==> src/mtde_pkg.sv <==
// Shared widths, latencies, constant tables and interface types for the
// metal target depth estimator. No dependencies.
package mtde_pkg;

    localparam int CLASS_COUNT = 8;
    localparam int CLS_W       = 3;
    localparam int CLS_IDX_W   = 4;
    localparam int COEF_W      = 5;
    localparam int AMP_W       = 20;
    localparam int MAG_W       = 24;
    localparam int STR_W       = 24;
    localparam int TILT_W      = 16;
    localparam int LIMIT_W     = 16;
    localparam int FLOOR_W     = 17;
    localparam int COS_W       = 17;
    localparam int RAW_W       = 22;
    localparam int CFG_IDX_W   = 2;
    localparam int CFG_DATA_W  = 20;

    // ratio divider and square root
    localparam int RATIO_BITS  = 32;
    localparam int ROOT_BITS   = 16;
    localparam int ROOT_REM_W  = ROOT_BITS + 1;
    localparam int ROOT_LAT    = RATIO_BITS + ROOT_BITS + 1;

    // cosine series
    localparam int DIV_STEPS   = 5;
    localparam int Q30_W       = 31;
    localparam int Y_W         = 32;
    localparam int X_W         = 31;
    localparam int STEP_DIV_W  = 7;
    localparam int COS_SUBS    = 3 * DIV_STEPS;
    localparam int COS_LAT     = 2 + COS_SUBS + 1;
    localparam int ALIGN       = ROOT_LAT - COS_LAT;

    localparam logic [Q30_W-1:0] Q30_ONE          = 31'h4000_0000;
    localparam logic [TILT_W-1:0] TILT_RIGHT_ANGLE = 16'd23040;
    localparam logic [16:0]      RAD_PER_UNIT_Q30 = 17'd73204;

    // final divide
    localparam int QUOT_BITS   = RAW_W + 8 - 1;

    // register indexes
    localparam logic [CFG_IDX_W-1:0] REG_AMP_REF        = 2'd0;
    localparam logic [CFG_IDX_W-1:0] REG_DEPTH_LIMIT    = 2'd1;
    localparam logic [CFG_IDX_W-1:0] REG_TILT_COS_FLOOR = 2'd2;

    typedef struct packed {
        logic [MAG_W-1:0]  mag;
        logic [COEF_W-1:0] coef;
        logic              sat;
        logic              zero;
    } t_root_in;

    typedef struct packed {
        logic [COEF_W-1:0] coef;
        logic              sat;
        logic              zero;
    } t_root_side;

    typedef struct packed {
        logic [RAW_W-1:0] raw;
        logic             zero;
    } t_root_out;

    function automatic logic [COEF_W-1:0] class_coef(input logic [CLS_IDX_W-1:0] idx);
        logic [COEF_W-1:0] k;
        case (idx)
            4'd0:    k = 5'd15;
            4'd1:    k = 5'd12;
            4'd2:    k = 5'd18;
            4'd3:    k = 5'd16;
            4'd4:    k = 5'd17;
            4'd5:    k = 5'd20;
            4'd6:    k = 5'd22;
            default: k = 5'd25;
        endcase
        return k;
    endfunction

    function automatic logic [STEP_DIV_W-1:0] step_div(input int s);
        logic [STEP_DIV_W-1:0] d;
        case (s)
            0:       d = 7'd90;
            1:       d = 7'd56;
            2:       d = 7'd30;
            3:       d = 7'd12;
            default: d = 7'd2;
        endcase
        return d;
    endfunction

    // floor(2^32 / divisor)
    function automatic logic [31:0] step_recip(input int s);
        logic [31:0] m;
        case (s)
            0:       m = 32'd47721858;
            1:       m = 32'd76695844;
            2:       m = 32'd143165576;
            3:       m = 32'd357913941;
            default: m = 32'd2147483648;
        endcase
        return m;
    endfunction

endpackage

==> src/mtde_root.sv <==
// Pipelined ratio divider, square root and class scaling.
// Depends on mtde_pkg.
module mtde_root (
    input  logic                        i_clk,
    input  logic                        i_rst_n,
    input  logic                        i_valid,
    input  mtde_pkg::t_root_in          i_data,
    input  logic [mtde_pkg::AMP_W-1:0]  i_amp_ref,
    output logic                        o_valid,
    output mtde_pkg::t_root_out         o_data
);
    import mtde_pkg::*;

    localparam int DR = RATIO_BITS + ROOT_BITS;

    logic             r_vld  [0:DR-1];
    t_root_side       r_side [0:DR-1];
    logic [AMP_W-1:0]      r_drem [0:RATIO_BITS-1];
    logic [RATIO_BITS-1:0] r_dq   [0:RATIO_BITS-1];
    logic [ROOT_REM_W-1:0] r_srem [0:ROOT_BITS-1];
    logic [ROOT_BITS-1:0]  r_sroot[0:ROOT_BITS-1];
    logic [RATIO_BITS-1:0] r_sq   [0:ROOT_BITS-1];
    logic                  r_out_v;
    t_root_out             r_out;

    always_ff @(posedge i_clk) begin
        if (!i_rst_n) begin
            for (int k = 0; k < DR; k++) r_vld[k] <= 1'b0;
        end else begin
            r_vld[0] <= i_valid;
            for (int k = 1; k < DR; k++) r_vld[k] <= r_vld[k-1];
        end
    end

    always_ff @(posedge i_clk) begin
        r_side[0] <= '{coef: i_data.coef, sat: i_data.sat, zero: i_data.zero};
        for (int k = 1; k < DR; k++) r_side[k] <= r_side[k-1];
    end

    // restoring divide: one quotient bit per stage, low dividend bits are zero
    for (genvar k = 0; k < RATIO_BITS; k++) begin : g_div
        logic [AMP_W-1:0]      w_rem_prev;
        logic [RATIO_BITS-1:0] w_q_prev;
        logic [AMP_W:0]        w_sh;
        logic [AMP_W:0]        w_diff;
        logic                  w_ge;
        if (k == 0) begin : g_first
            assign w_rem_prev = i_data.mag[AMP_W-1:0];
            assign w_q_prev   = '0;
        end else begin : g_next
            assign w_rem_prev = r_drem[k-1];
            assign w_q_prev   = r_dq[k-1];
        end
        assign w_sh   = {w_rem_prev, 1'b0};
        assign w_ge   = w_sh >= {1'b0, i_amp_ref};
        assign w_diff = w_sh - {1'b0, i_amp_ref};
        always_ff @(posedge i_clk) begin
            r_drem[k] <= w_ge ? w_diff[AMP_W-1:0] : w_sh[AMP_W-1:0];
            r_dq[k]   <= {w_q_prev[RATIO_BITS-2:0], w_ge};
        end
    end

    // digit-by-digit square root, one root bit per stage
    for (genvar j = 0; j < ROOT_BITS; j++) begin : g_sqrt
        logic [ROOT_REM_W-1:0] w_rem_prev;
        logic [ROOT_BITS-1:0]  w_root_prev;
        logic [RATIO_BITS-1:0] w_q_prev;
        logic [ROOT_REM_W+1:0] w_sh;
        logic [ROOT_REM_W+1:0] w_trial;
        logic [ROOT_REM_W+1:0] w_diff;
        logic                  w_ge;
        if (j == 0) begin : g_first
            assign w_rem_prev  = '0;
            assign w_root_prev = '0;
            assign w_q_prev    = r_dq[RATIO_BITS-1];
        end else begin : g_next
            assign w_rem_prev  = r_srem[j-1];
            assign w_root_prev = r_sroot[j-1];
            assign w_q_prev    = r_sq[j-1];
        end
        assign w_sh    = {w_rem_prev, w_q_prev[RATIO_BITS-1 -: 2]};
        assign w_trial = {1'b0, w_root_prev, 2'b01};
        assign w_ge    = w_sh >= w_trial;
        assign w_diff  = w_sh - w_trial;
        always_ff @(posedge i_clk) begin
            r_srem[j]  <= w_ge ? w_diff[ROOT_REM_W-1:0] : w_sh[ROOT_REM_W-1:0];
            r_sroot[j] <= {w_root_prev[ROOT_BITS-2:0], w_ge};
            r_sq[j]    <= {w_q_prev[RATIO_BITS-3:0], 2'b00};
        end
    end

    logic [ROOT_BITS:0]  w_root;
    logic [RAW_W-1:0]    w_raw;
    t_root_side          w_side;

    assign w_side = r_side[DR-1];
    assign w_root = w_side.sat ? {1'b1, {ROOT_BITS{1'b0}}} : {1'b0, r_sroot[ROOT_BITS-1]};
    assign w_raw  = RAW_W'(w_side.coef) * RAW_W'(w_root);

    always_ff @(posedge i_clk) begin
        if (!i_rst_n) begin
            r_out_v <= 1'b0;
        end else begin
            r_out_v <= r_vld[DR-1];
        end
    end

    always_ff @(posedge i_clk) begin
        r_out <= '{raw: w_raw, zero: w_side.zero};
    end

    assign o_valid = r_out_v;
    assign o_data  = r_out;

endmodule

==> config.mk <==
export PLATFORM = sky130hd
export DESIGN_NAME = mtde_root
export DESIGN_NICKNAME = d
export VERILOG_FILES = /design/src/mtde_pkg.sv /design/src/mtde_root.sv
export SDC_FILE = /design/constraint.sdc
export NUM_CORES = 2
export LEC_CHECK = 0
export ABC_CLOCK_PERIOD_IN_PS = 8560
export BUFFER_PORTS_ARGS = -buffer_cell sky130_fd_sc_hd__buf_2
export CORE_ASPECT_RATIO = 1.4
export CORE_MARGIN = 4
export CORE_UTILIZATION = 50
export DETAILED_ROUTE_END_ITERATION = 12
export GPL_ROUTABILITY_DRIVEN = 0
export PLACE_DENSITY = 0.76
export SETUP_SLACK_MARGIN = 0.02
export SKIP_CTS_REPAIR_TIMING = 1
export SLEW_MARGIN = 10
export SYNTH_ARGS = -nofsm -noshare
export SYNTH_HDL_FRONTEND = slang
export SYNTH_SLANG_ARGS = --single-unit
==> constraint.sdc <==
create_clock -name i_clk -period 8.56 [get_ports i_clk]
set_input_delay 1.284 -clock i_clk [delete_from_list [all_inputs] [get_ports i_clk]]
set_output_delay 1.284 -clock i_clk [all_outputs]
set_load 0.01 [all_outputs]
==> results by group <==
Yosys
  • Area fraction of the dominant cell type after synthesis: 47.9%
  • Net count after synthesis: roughly 9900
  • Synth Cell Area: a little over 90000 µm²
  • Commonest cells post-synth: sky130_fd_sc_hd__dfxtp_1, sky130_fd_sc_hd__ha_1, sky130_fd_sc_hd__a21oi_1
  • Most instantiated library cell after synthesis: sky130_fd_sc_hd__dfxtp_1
  • Fraction of synthesis flops using an asynchronous set or reset pin: 0%
  • Synth warnings: 0
  • Post-synthesis sequential element count: between 2000 and 2500
  • Synth Instances: 8906
  • Leading cell types by total area after synthesis: sky130_fd_sc_hd__dfxtp_1, sky130_fd_sc_hd__ha_1, sky130_fd_sc_hd__a21oi_1, sky130_fd_sc_hd__xnor2_1, sky130_fd_sc_hd__mux2_2
  • Commonest register cell after synthesis: sky130_fd_sc_hd__dfxtp_1
  • Number of distinct library cells after synthesis: 90
  • Seq/Total Area, Yosys: between 40 and 50%
  • Area leader, netlist: sky130_fd_sc_hd__dfxtp_1
  • Number of flops mapped to enable cells by yosys: 0
  • Avg Cell Area, Syn: roughly 10 µm²

Worst hold path
  • Hold path startpoint: r_dq[0][395]$_DFF_P_
  • Hold path cells: 0
  • Worst min-delay path category: flop to flop
  • End point of the worst hold path: r_dq[0][428]$_DFF_P_

Timing
  • Worst Hold Slack: slightly below 0.3 ns
  • Crit path time final: between 5 and 6 ns
  • Final Hold Violating Endpoints: 0
  • Setup repair after global routing missed its margin: no
  • Setup_tns: 0 ns
  • Final worst-path cycle share: a little over three fifths
  • Final setup violation count: 0
  • Final worst setup slack: approximately 3.2 ns
  • Worst clock skew: ~0.047 ns
  • Actual slew at the worst max-slew pin: 1.21 ns
  • Worst slew slack as a fraction of its limit: about 17%
  • Max Transition Viols Final: 0
  • Maximum frequency from static timing analysis: between 0.15 and 0.2 GHz

Worst setup path
  • Critical Path Source Type: flop
  • Arrival time at the worst endpoint: just over 6 ns
  • Critical path start-end classification: flop to flop
  • Cell repeated most along the worst path: sky130_fd_sc_hd__fa_1
  • End of the worst register-to-register path: o_data[22]$_DFF_P_
  • Crit end category: flop
  • Required arrival time at the worst endpoint: between 9 and 10 ns
  • Depth of the worst register-to-register path: 17
  • Master of the slowest instance on the critical path: sky130_fd_sc_hd__nor2b_1
  • Critical R2R Launch: r_side[2][106]$_DFF_P_
  • FF-to-FF setup slack: 3.19 ns
  • Slowest cell delay on critical path: around 0.74 ns
  • Largest fanout on the critical path: 15
  • CP cell instances: nor2b_1 > and2_1 > fa_1 > fa_1 > inv_1 > fa_1 > inv_1 > ha_1 > o21ai_0 > nand2b_1 > a31oi_1 > o31a_1 > nor3_1 > nor4_1 > o21bai_1 > a21oi_1 > xnor2_1

Global route
  • Initial antenna violation count: 0
  • Wire length of the first global-routing pass: approximately 300000 µm
  • Global route overflow: 0
  • Largest net degree at the start of global routing: 50
  • Total track usage: around a fifth
  • Via count of the first global-routing pass: 64000

Routing
  • Detailed-router iteration count before antenna repair: 8
  • DRC violation count after routing: 0
  • Number of routed nets with antenna violations: 0
  • Per-cell routed wire length: roughly 16 µm
  • Total number of vias: around 64000
  • DRC marker count from the first detailed-route iteration: around 3500
  • Routed wire length: 182000 µm
  • Avg Vias per Cell: between 5 and 6

Clock network
  • Worst-Skew Late Latency: between 0.8 and 0.9 ns
  • Number of buffers between clock root and the deepest sink: 3
  • Clock Sinks: about 2200
  • Number of buffers created by CTS: ~200
  • Clock root buffer master: sky130_fd_sc_hd__clkbuf_16
  • Clock Pin Slew Worst Setup and Hold Paths: approximately 0.060 ns
  • Maximum level of the CTS H-tree: 4
  • Clock tree from TritonCTS: yes

Finish
  • Area of combinational cells with multiple inputs: approximately 45000 µm²
  • Fraction of final layout cells with drive strength greater than 1: under 10%
  • Number of inserted diodes: 0
  • Cell area after layout: 101000 µm²
  • Area taken by flip-flops and latches: about 43000 µm²
  • Layout net count: ~10000
  • Fill cells: about 15000
  • Fin util: between 50% and 60%
  • Area overhead of the layout relative to synthesis: 11.5%

Power and ir drop
  • Total power per unit cell area: ~440 nW/µm²
  • Worst VDD drop: roughly 0.27 mV
  • Combinational share of power: about two fifths
  • Switching part of the total: between 30% and 40%
  • Switching power: about 16000 µW
  • Proportion of power drawn by the clock network: between 20% and 30%
  • Pint: about 28000 µW
  • Register share of total power: between 30% and 40%
  • Static leakage: around 0.045 µW

Place
  • Worst slack at placement: approximately 2.7 ns
  • Post-DP Area: approximately 94000 µm²
  • Dpl hpwl: 130000 µm
  • Count of port buffers added during placement: between 70 and 80

Flow run
  • Number of maximum-capacitance violations: 0

Die
  • Full die area: 188000 µm²
  • Number of placement rows: 184
  • Starting Density: about half
  • Core region area: between 150000 and 200000 µm²
  • Width of the die: approximately 370 µm
  • Die Y-Extent: a little over 500 µm
  • IO Pins: 78

Outcome
  • Status: completed
per-stage QoR:
step,std cells,power (µW)
6_report,11700,44200
3_3_place_gp,11300,33800
3_5_place_dp,11300,34600
5_1_grt,11700,47500
2_1_floorplan,8906,30700
4_1_cts,11700,44300
routing by layer:
metal  track usage (%)  vias up  wire length [µm]
li1                  -    31600                 -
met1              20.4    29900             72100
met2              34.9     1531             92500
met3              3.03      558              7900
met4              10.1        0              9720
met5                 0        -                 0
cells in the final DEF, fill, tap and decap left out, drive strengths merged, types with 29 or more instances in the layout:
cell / count
or2: 43
buf: 116
and2: 162
a21o: 261
nor2b: 131
clkinv: 48
fa: 76
o21bai: 64
o21a: 130
xor2: 275
dfxtp: 2169
nand3: 126
nand4: 82
o31ai: 66
nor3: 155
nand2b: 128
and3: 48
xnor2: 377
nor2: 564
o21ai: 530
a21oi: 677
or3: 42
a31oi: 77
o211ai: 34
ha: 821
nand2: 537
a21boi: 36
clkbuf: 262
mux2: 278
nor4: 51
inv: 445
o31a: 45
a211oi: 38
mux2i: 29
cells by family after synthesis:
logic type	synth area share (%)
AOI/OAI and AO/OA	14.8
xor gates and xnor gates	6.30
other	0.00414
buffers and inverters	2.53
muxes	3.80
DFF	47.9
and+or+nand+nor	11.7
adders and majority gates	13.0
state kept, by name (all words and copies together), names as in the netlist:
| signal | count |
|---|---|
| r_vld | 48 |
| r_sroot | 136 |
| r_sq | 240 |
| r_srem | 237 |
| o_data | 23 |
| r_drem | 620 |
| r_dq | 528 |
| o_valid | 1 |
| r_side | 336 |
worst max-delay path by stage:
stage	start	end	slack, ns	depth (start not counted)
after floorplan	r_side[2][106]$_DFF_P_	o_data[22]$_DFF_P_	3.96	19
after global placement	i_amp_ref[2]	r_drem[0][67]$_DFF_P_	2.86	13
after detailed placement	i_amp_ref[2]	r_drem[0][77]$_DFF_P_	2.74	13
after CTS	r_side[2][106]$_DFF_P_	o_data[22]$_DFF_P_	3.18	17
after global routing	r_side[2][106]$_DFF_P_	o_data[22]$_DFF_P_	2.76	17
final	r_side[2][106]$_DFF_P_	o_data[22]$_DFF_P_	3.19	17
final cells by class:
class / instances / share of cell area, %
tap: 2418 / 3.00
sequential: 2169 / 43.0
clock inverter: 107 / 1.63
multi-input combinational: 6154 / 44.6
inverter: 433 / 1.61
timing repair buffer: 116 / 0.684
clock buffer: 262 / 5.52
power groups by stage:
stage | logic (µW) | registers (µW) | clock network, µW
2_1_floorplan | 15000 | 15700 | 0
3_3_place_gp | 17500 | 16300 | 0
4_1_cts | 18400 | 16200 | 9630
3_5_place_dp | 18200 | 16400 | 0
5_1_grt | 20800 | 16600 | 10000
6_report | 18600 | 16200 | 9390
worst max-delay path, delay by kind of cell, from the launching register on:
kind | cells | cell delay [ns]
adder cells (fa/ha/maj) | 4 | 1.85
buffers and inverters | 2 | 0.10
flip-flops | 1 | 0.39
AO/OA/AOI/OAI | 5 | 1.22
AND/OR/NAND/NOR | 5 | 1.55
XOR/XNOR | 1 | 0.17
No activity file was read; power rests on OpenSTA's default activity.
